==> src/rtl/core/msf_pkg.sv <==
package msf_pkg;

   // request actions
   localparam logic [1:0] ACT_WRITE = 2'd0;
   localparam logic [1:0] ACT_RUN   = 2'd1;
   localparam logic [1:0] ACT_READ  = 2'd2;

   // result kinds
   localparam logic KIND_PIXEL = 1'b0;
   localparam logic KIND_BOX   = 1'b1;

   // configuration register indexes
   localparam logic CSR_WIDTH  = 1'b0;
   localparam logic CSR_HEIGHT = 1'b1;

   // one access to the pixel store
   typedef struct packed {
      logic       wr_en;
      logic       rd_en;
      logic [7:0] col;
      logic [7:0] row;
      logic [7:0] wdata;
   } mem_cmd_type;

   // bounding box of the black pixels
   typedef struct packed {
      logic [7:0] left;
      logic [7:0] right;
      logic [7:0] top;
      logic [7:0] bottom;
   } box_type;

   // one result item
   typedef struct packed {
      logic       kind;
      logic [7:0] pixel;
      box_type    box;
   } result_type;

endpackage

==> src/rtl/core/msf_seq.sv <==
module msf_seq
   import msf_pkg::*;
#(
   parameter int MAX_WIDTH  = 256,
   parameter int MAX_HEIGHT = 256
) (
   input  logic        clock,
   input  logic        reset,
   input  logic        req_take,
   input  logic [1:0]  req_action,
   input  logic [7:0]  req_col,
   input  logic [7:0]  req_row,
   input  logic [7:0]  req_pixel,
   input  logic [8:0]  width_eff,
   input  logic [8:0]  height_eff,
   input  logic [7:0]  rd_data,
   output mem_cmd_type mem_cmd,
   output logic        busy,
   output logic        rsp_load,
   output result_type  rsp_data
);

   localparam logic [2:0] ST_IDLE  = 3'd0;
   localparam logic [2:0] ST_READ  = 3'd1;
   localparam logic [2:0] ST_SCAN  = 3'd2;
   localparam logic [2:0] ST_DRAIN = 3'd3;
   localparam logic [2:0] ST_PICK  = 3'd4;
   localparam logic [2:0] ST_FILL  = 3'd5;
   localparam logic [2:0] ST_DONE  = 3'd6;

   logic [2:0] state_ff, state_in;
   logic       pass_ff, pass_in;
   logic [7:0] line_ff, line_in;
   logic [7:0] pos_ff, pos_in;
   logic       vld_d_ff, vld_d_in;
   logic [7:0] pos_d_ff, pos_d_in;
   logic       found_ff, found_in;
   logic [7:0] first_ff, first_in;
   logic [7:0] last_ff, last_in;
   logic       box_found_ff, box_found_in;
   box_type    box_ff, box_in;
   logic       inside_ff, inside_in;

   logic [8:0] line_cnt;
   logic [8:0] span_len;
   logic       last_pos;
   logic       last_line;
   logic       req_inside;
   logic       advance;

   // rows in the first pass, columns in the second
   assign line_cnt  = pass_ff ? width_eff : height_eff;
   assign span_len  = pass_ff ? height_eff : width_eff;
   assign last_pos  = ({1'b0, pos_ff} == (span_len - 9'd1));
   assign last_line = ({1'b0, line_ff} == (line_cnt - 9'd1));
   assign req_inside = (32'(req_col) < MAX_WIDTH) && (32'(req_row) < MAX_HEIGHT);
   assign busy = (state_ff != ST_IDLE);

   always_comb begin
      state_in     = state_ff;
      pass_in      = pass_ff;
      line_in      = line_ff;
      pos_in       = pos_ff;
      found_in     = found_ff;
      first_in     = first_ff;
      last_in      = last_ff;
      box_found_in = box_found_ff;
      box_in       = box_ff;
      inside_in    = inside_ff;
      advance      = 1'b0;
      mem_cmd      = '0;
      rsp_load     = 1'b0;
      rsp_data     = '0;

      vld_d_in = (state_ff == ST_SCAN);
      pos_d_in = pos_ff;

      // span tracker on the registered store data
      if (vld_d_ff && (rd_data == 8'd0)) begin
         if (!found_ff) begin
            first_in = pos_d_ff;
         end
         last_in  = pos_d_ff;
         found_in = 1'b1;
      end

      unique case (state_ff)
         ST_IDLE: begin
            if (req_take) begin
               unique case (req_action)
                  ACT_WRITE: begin
                     mem_cmd.wr_en = req_inside;
                     mem_cmd.col   = req_col;
                     mem_cmd.row   = req_row;
                     mem_cmd.wdata = req_pixel;
                  end
                  ACT_READ: begin
                     mem_cmd.rd_en = req_inside;
                     mem_cmd.col   = req_col;
                     mem_cmd.row   = req_row;
                     inside_in     = req_inside;
                     state_in      = ST_READ;
                  end
                  ACT_RUN: begin
                     box_in       = '0;
                     box_found_in = 1'b0;
                     pass_in      = 1'b0;
                     line_in      = 8'd0;
                     pos_in       = 8'd0;
                     found_in     = 1'b0;
                     if ((width_eff == 9'd0) || (height_eff == 9'd0)) begin
                        state_in = ST_DONE;
                     end else begin
                        state_in = ST_SCAN;
                     end
                  end
                  default: begin
                  end
               endcase
            end
         end
         ST_READ: begin
            rsp_load       = 1'b1;
            rsp_data.kind  = KIND_PIXEL;
            rsp_data.pixel = inside_ff ? rd_data : 8'd0;
            state_in       = ST_IDLE;
         end
         ST_SCAN: begin
            mem_cmd.rd_en = 1'b1;
            mem_cmd.col   = pass_ff ? line_ff : pos_ff;
            mem_cmd.row   = pass_ff ? pos_ff : line_ff;
            pos_in        = pos_ff + 8'd1;
            if (last_pos) begin
               state_in = ST_DRAIN;
            end
         end
         ST_DRAIN: begin
            state_in = ST_PICK;
         end
         ST_PICK: begin
            if (found_ff) begin
               // row spans give the whole box, fill keeps it unchanged
               if (!pass_ff) begin
                  if (!box_found_ff) begin
                     box_in.left   = first_ff;
                     box_in.right  = last_ff;
                     box_in.top    = line_ff;
                     box_in.bottom = line_ff;
                     box_found_in  = 1'b1;
                  end else begin
                     box_in.left   = (first_ff < box_ff.left) ? first_ff : box_ff.left;
                     box_in.right  = (last_ff > box_ff.right) ? last_ff : box_ff.right;
                     box_in.bottom = line_ff;
                  end
               end
               pos_in   = first_ff;
               state_in = ST_FILL;
            end else begin
               advance = 1'b1;
            end
         end
         ST_FILL: begin
            mem_cmd.wr_en = 1'b1;
            mem_cmd.col   = pass_ff ? line_ff : pos_ff;
            mem_cmd.row   = pass_ff ? pos_ff : line_ff;
            mem_cmd.wdata = 8'd0;
            pos_in        = pos_ff + 8'd1;
            if (pos_ff == last_ff) begin
               advance = 1'b1;
            end
         end
         ST_DONE: begin
            rsp_load      = 1'b1;
            rsp_data.kind = KIND_BOX;
            rsp_data.box  = box_ff;
            state_in      = ST_IDLE;
         end
         default: begin
            state_in = ST_IDLE;
         end
      endcase

      // next line, next pass or finish
      if (advance) begin
         found_in = 1'b0;
         pos_in   = 8'd0;
         if (last_line) begin
            line_in = 8'd0;
            if (!pass_ff) begin
               pass_in  = 1'b1;
               state_in = ST_SCAN;
            end else begin
               state_in = ST_DONE;
            end
         end else begin
            line_in  = line_ff + 8'd1;
            state_in = ST_SCAN;
         end
      end
   end

   // control state
   always_ff @(posedge clock) begin
      if (reset) begin
         state_ff <= ST_IDLE;
         vld_d_ff <= 1'b0;
      end else begin
         state_ff <= state_in;
         vld_d_ff <= vld_d_in;
      end
   end

   // datapath registers
   always_ff @(posedge clock) begin
      pass_ff      <= pass_in;
      line_ff      <= line_in;
      pos_ff       <= pos_in;
      pos_d_ff     <= pos_d_in;
      found_ff     <= found_in;
      first_ff     <= first_in;
      last_ff      <= last_in;
      box_found_ff <= box_found_in;
      box_ff       <= box_in;
      inside_ff    <= inside_in;
   end

endmodule

==> config.mk <==
export PLATFORM = sky130hd
export DESIGN_NAME = msf_seq
export DESIGN_NICKNAME = d
export VERILOG_FILES = /design/src/rtl/core/msf_pkg.sv /design/src/rtl/core/msf_seq.sv
export SDC_FILE = /design/constraint.sdc
export NUM_CORES = 1
export LEC_CHECK = 0
export ABC_AREA = 1
export BUFFER_PORTS_ARGS = -buffer_cell sky130_fd_sc_hd__buf_4
export CAP_MARGIN = 10
export CORE_ASPECT_RATIO = 1.5
export CORE_UTILIZATION = 55
export DETAILED_ROUTE_END_ITERATION = 8
export GPL_TIMING_DRIVEN = 0
export PLACE_DENSITY = 0.81
export SYNTH_ARGS = -nofsm -noshare
export SYNTH_HDL_FRONTEND = slang
export SYNTH_SLANG_ARGS = --single-unit
==> constraint.sdc <==
create_clock -name clock -period 5.6 [get_ports clock]
set_clock_uncertainty 0.1 [all_clocks]
set_input_delay 0.56 -clock clock [delete_from_list [all_inputs] [get_ports clock]]
set_output_delay 0.56 -clock clock [all_outputs]
set_load 0.02 [all_outputs]
---- Yosys cells after proc, flatten, opt, wreduce, memory -nomap -nowiden ----
Index checks and enable logic that the tools add are counted.
storage, ports and cells
  latch bits .............................. 0
  word-level logic and storage cells ...... 128
  memory bits (read-only) ................. 0
  memories kept ........................... 0
  input port bits ......................... 55
  bits in writable memories ............... 0
  register bits after elaboration ......... 79
operators by class
  bitwise logic cells ..................... 1
  div/mod/pow operators ................... 0
  $add $sub $neg .......................... 4
  $lt $le $gt $ge ......................... 2
  eq/ne operators ......................... 23
  $mul .................................... 0
  shifts and indexed selects .............. 0
  reductions and logical operators ........ 24
  multiplexer cells ....................... 60
operators by type and width
  kind                                                                 count
  32-bit two-way mux                                                   5
  8-bit two-way mux                                                    14
  32-bit case mux with 2 select lines                                  1
  16-bit two-way mux                                                   2
  16-bit case mux with 2 select lines                                  1
  26-bit two-way mux                                                   1
  8-bit case mux with 3 select lines                                   1
  3-bit two-way mux                                                    7
  1-bit two-way mux                                                    20
  8-bit by 9-bit == test with 1-bit output                             2
  9-bit zero test                                                      2
  9-bit two-way mux                                                    2
  6-bit AND reduction                                                  3
  9-bit by 1-bit subtractor with 9-bit output (second input constant)  2
  8-bit by 1-bit adder with 8-bit output (second input constant)       2
  3-bit case mux with 5 select lines                                   1
  3-bit != test (second input constant)                                4
  2-bit != test (second input constant)                                5
  5-bit AND reduction                                                  2
  3-bit == test (second input constant)                                3
  8-bit == test                                                        1
  8-bit > comparator                                                   1
  8-bit zero test                                                      1
  8-bit < comparator                                                   1
  20 further kinds                                                     30

---- Longest topological paths before layout ----
  depth after elaboration ................. 7
  depth in mapped cells ................... 18

---- Least setup slack after synthesis ----
Ideal clock, no wire load.
  kind .................................... input to register
  start ................................... input port req_action[0]
  end ..................................... register box_ff[24] (netlist bit) (enable)
  arrival time ............................ 2,356 ps
  stages on the path ...................... 8
  setup slack ............................. 2,766 ps
  required time ........................... 5,122 ps
  cells stage by stage .................... inv_1 -> nor2_1 -> inv_1 -> nand2_1 -> o21ai_0 -> nor3_1 -> inv_1 -> a31oi_1
between the ends
  word-level cells in the longest chain between the ends .. 3
ends and longest elaborated chain
  what                                                       line            text
  start, declared                                            msf_seq.sv:10   input logic [1:0] req_action,
  2-bit by 1-bit == test with 1-bit output                   msf_seq.sv:90   unique case (req_action)
  2-bit by 1-bit != test with 1-bit output (no source line)  -
  6-bit AND reduction (no source line)                       -
  end signal, assigned                                       msf_seq.sv:223  box_ff <= box_in;
  end, declared                                              msf_seq.sv:41   box_type box_ff, box_in;
No other way between the ends.
A chain may end at the register's enable or synchronous reset.

==> impl_metrics.tcl <==
set metrics [dict create \
    final.min_clock_period_ps 3150 \
    htreeDepth 3 \
    critPathArrivalTime_ps 2490 \
    status "finished clean" \
    ys_warn_count 0 \
    syn-num-nets 827 \
    end_kind "output pin" \
    boundaryPins 124 \
    seq_area_frac_synth_pct 39.1 \
    critPathRequiredTime_ps 4940 \
    dieWidth_um 83.6 \
    tns_ps 0 \
    post-route-util_pct 70.9 \
    cts.repair.resized 0 \
    wire_per_inst_um 16.4 \
    max-vdd-ir-drop_uv 288 \
    holdBufCountCts 0 \
    start_util_pct 56.7 \
    synthDistinctLibCells 46 \
    vias 5543 \
    numCtsBuffers 9 \
    placeableCoreArea_mm2 0.00969 \
    track_usage_pct 31.8 \
    n_antenna_cell 0 \
    clock_path_buffers 2 \
    gp_congestion 0.946 \
    hold_class "flop to flop" \
    grt_pass1_wl_um 25800 \
    drc 0 \
    ant_nets 0 \
    ctsRootBufferMaster "clkbuf_16" \
    drtIter0Drc 327 \
    area_delta_synth_final_pct 25.0 \
    drive_above_1_share_pct 22.4 \
    insertion_delay_ps 340 \
    grt_pass1_vias 5444 \
    grt_setup_unrepaired "no" \
    port_buffers 123 \
    relSlewSlack_pct 14.5 \
    grt_overflow 0 \
    leakage_nw 3.37 \
    syn_inst 753 \
    antenna_found_initial 0 \
    max_cap_viol_count 0 \
    worstMarginPinSlew_ps 1270 \
    layout.nets 962 \
    post-cts-setup-buffers 0 \
    die_h_um 124 \
    hold_viol 0 \
    syn-cell-area_mm2 0.00550 \
    whs_ps 253 \
    cts_tree "built" \
    worst_setup_path_start_kind "flop" \
    crit_type "flop to output pin" \
    max_freq_mhz 317 \
    finalCritPeriodShare_pct 56.3 \
    dp_hpwl_um 12800 \
    clkSinkCount 79 \
    fin_ws_ps 2450 \
    drt_first_pass_iters 5 \
    final_cell_mix "nand2_1 (153), nor2_1 (134), buf_4 (124)" \
    grt_max_degree 14 \
    totalWireLength_um 16500 \
    post-place-ws_ps 2600 \
    vias_per_cell 5.50 \
    row_count 44 \
    yosys_register_bits 79 \
    drv_slew 0 \
    die_area_mm2 0.0104 \
    path_clk_slew_ps 60 \
    postSynthAreaPerCell_um2 7.30 \
    setup_viol_count_final 0 \
    powerDensity_mw_per_mm2 441 \
    crit_fanout 10 \
    final_common_cell "nand2_1" \
]
[synth_stat cells (all sizes together)]
cell type / n / area, µm²
a21boi: 2 / 15.0
nand2: 172 / 723
nor3b: 1 / 12.5
nand4: 10 / 68.8
nor3: 9 / 55.1
edfxtp: 57 / 1710
or2: 2 / 15.0
a211oi: 5 / 37.5
o211ai: 3 / 22.5
nand3b: 1 / 7.51
a31oi: 5 / 31.3
o221ai: 1 / 8.76
nand3: 43 / 220
nor4: 3 / 18.8
buf: 16 / 135
o211a: 1 / 10.0
clkbuf: 8 / 30.0
a32o: 1 / 10.0
nor2: 144 / 586
xor2: 11 / 96.3
ha: 19 / 238
o311ai: 1 / 8.76
xnor2: 4 / 35.0
a21oi: 19 / 95.1
dfxtp: 22 / 440
inv: 129 / 487
o21ai: 62 / 359
o31ai: 1 / 12.5
o21bai: 1 / 7.51
[kinds of logic after synthesis]
| family | count (synthesis) | share of synthesized area, % |
|---|---|---|
| and+or+nand+nor | 385 | 31.0 |
| buffers and inverters | 153 | 11.9 |
| AOI/OAI and AO/OA | 102 | 11.2 |
| DFF | 79 | 39.1 |
| adders and majority gates | 19 | 4.32 |
| xor gates and xnor gates | 15 | 2.39 |
[final cells by class]
cell class,count,area (µm²)
Clock inverter,6,60.1
Timing Repair Buffer,124,931
Fill cell,768,2820
Tap cell,115,144
Clock buffer,10,239
Buffer,24,165
Multi-Input combinational cell,521,2690
Inverter,129,487
Sequential cell,79,2150
[registers in the layout, indices dropped and copies added, names as in the netlist, 3 cells and up]
signal / count
state_ff: 3
first_ff: 8
last_ff: 8
line_ff: 8
box_ff: 32
pos_d_ff: 8
pos_d_in: 8
[path summary, 6_finish.rpt]
kind | from | endpoint | slack, ps | depth (start not counted)
hold reg to reg | pos_d_in[2]$_SDFFE_PP0P_ | pos_d_ff[2]$_DFF_P_ | 250 | 0
hold / removal | pos_d_in[2]$_SDFFE_PP0P_ | pos_d_ff[2]$_DFF_P_ | 250 | 0
setup / recovery | state_ff[2]$_SDFFE_PP0P_ | mem_cmd[15] | 2450 | 10
setup reg to reg | state_ff[0]$_SDFFE_PP0P_ | box_ff[26]$_SDFFCE_PN0P_ | 2690 | 8
[metrics by stage]
stage                     power [mW]  cells  cell area (µm²)
after floorplan                 1.93    753             5500
after global placement          2.36    991             6570
after detailed placement        2.42    992             6570
after CTS                       3.01   1008             6870
after global routing            3.21   1008             6870
final                           3.03   1008             6870
[power breakdown]
group | internal [mW] | leakage (nW) | switching, mW | total (mW)
registers | 0.912 | 0.725 | 0.121 | 1.03
logic | 0.467 | 2.50 | 0.946 | 1.41
clock network | 0.355 | 0.148 | 0.232 | 0.587
total | 1.73 | 3.37 | 1.30 | 3.03
[routing by layer]
layer / up-vias / part of all wire, % / track usage (%)
li1: 2679 / - / -
met1: 2538 / 37 / 33.6
met2: 268 / 53 / 59.0
met3: 58 / 5.7 / 4.51
met4: 0 / 4.5 / 18.0
met5: - / 0 / 0
[worst max-delay path, stage by stage (launching register included)]
cell      delay, ps
dfxtp_1         290
buf_2           170
nor2_1          160
nand2_1         140
inv_1           140
nor2_1           90
inv_1           140
clkbuf_1        440
o21ai_0         180
o21ai_0         220
buf_4           180
Note: power is estimated with default switching activity, not from simulation.
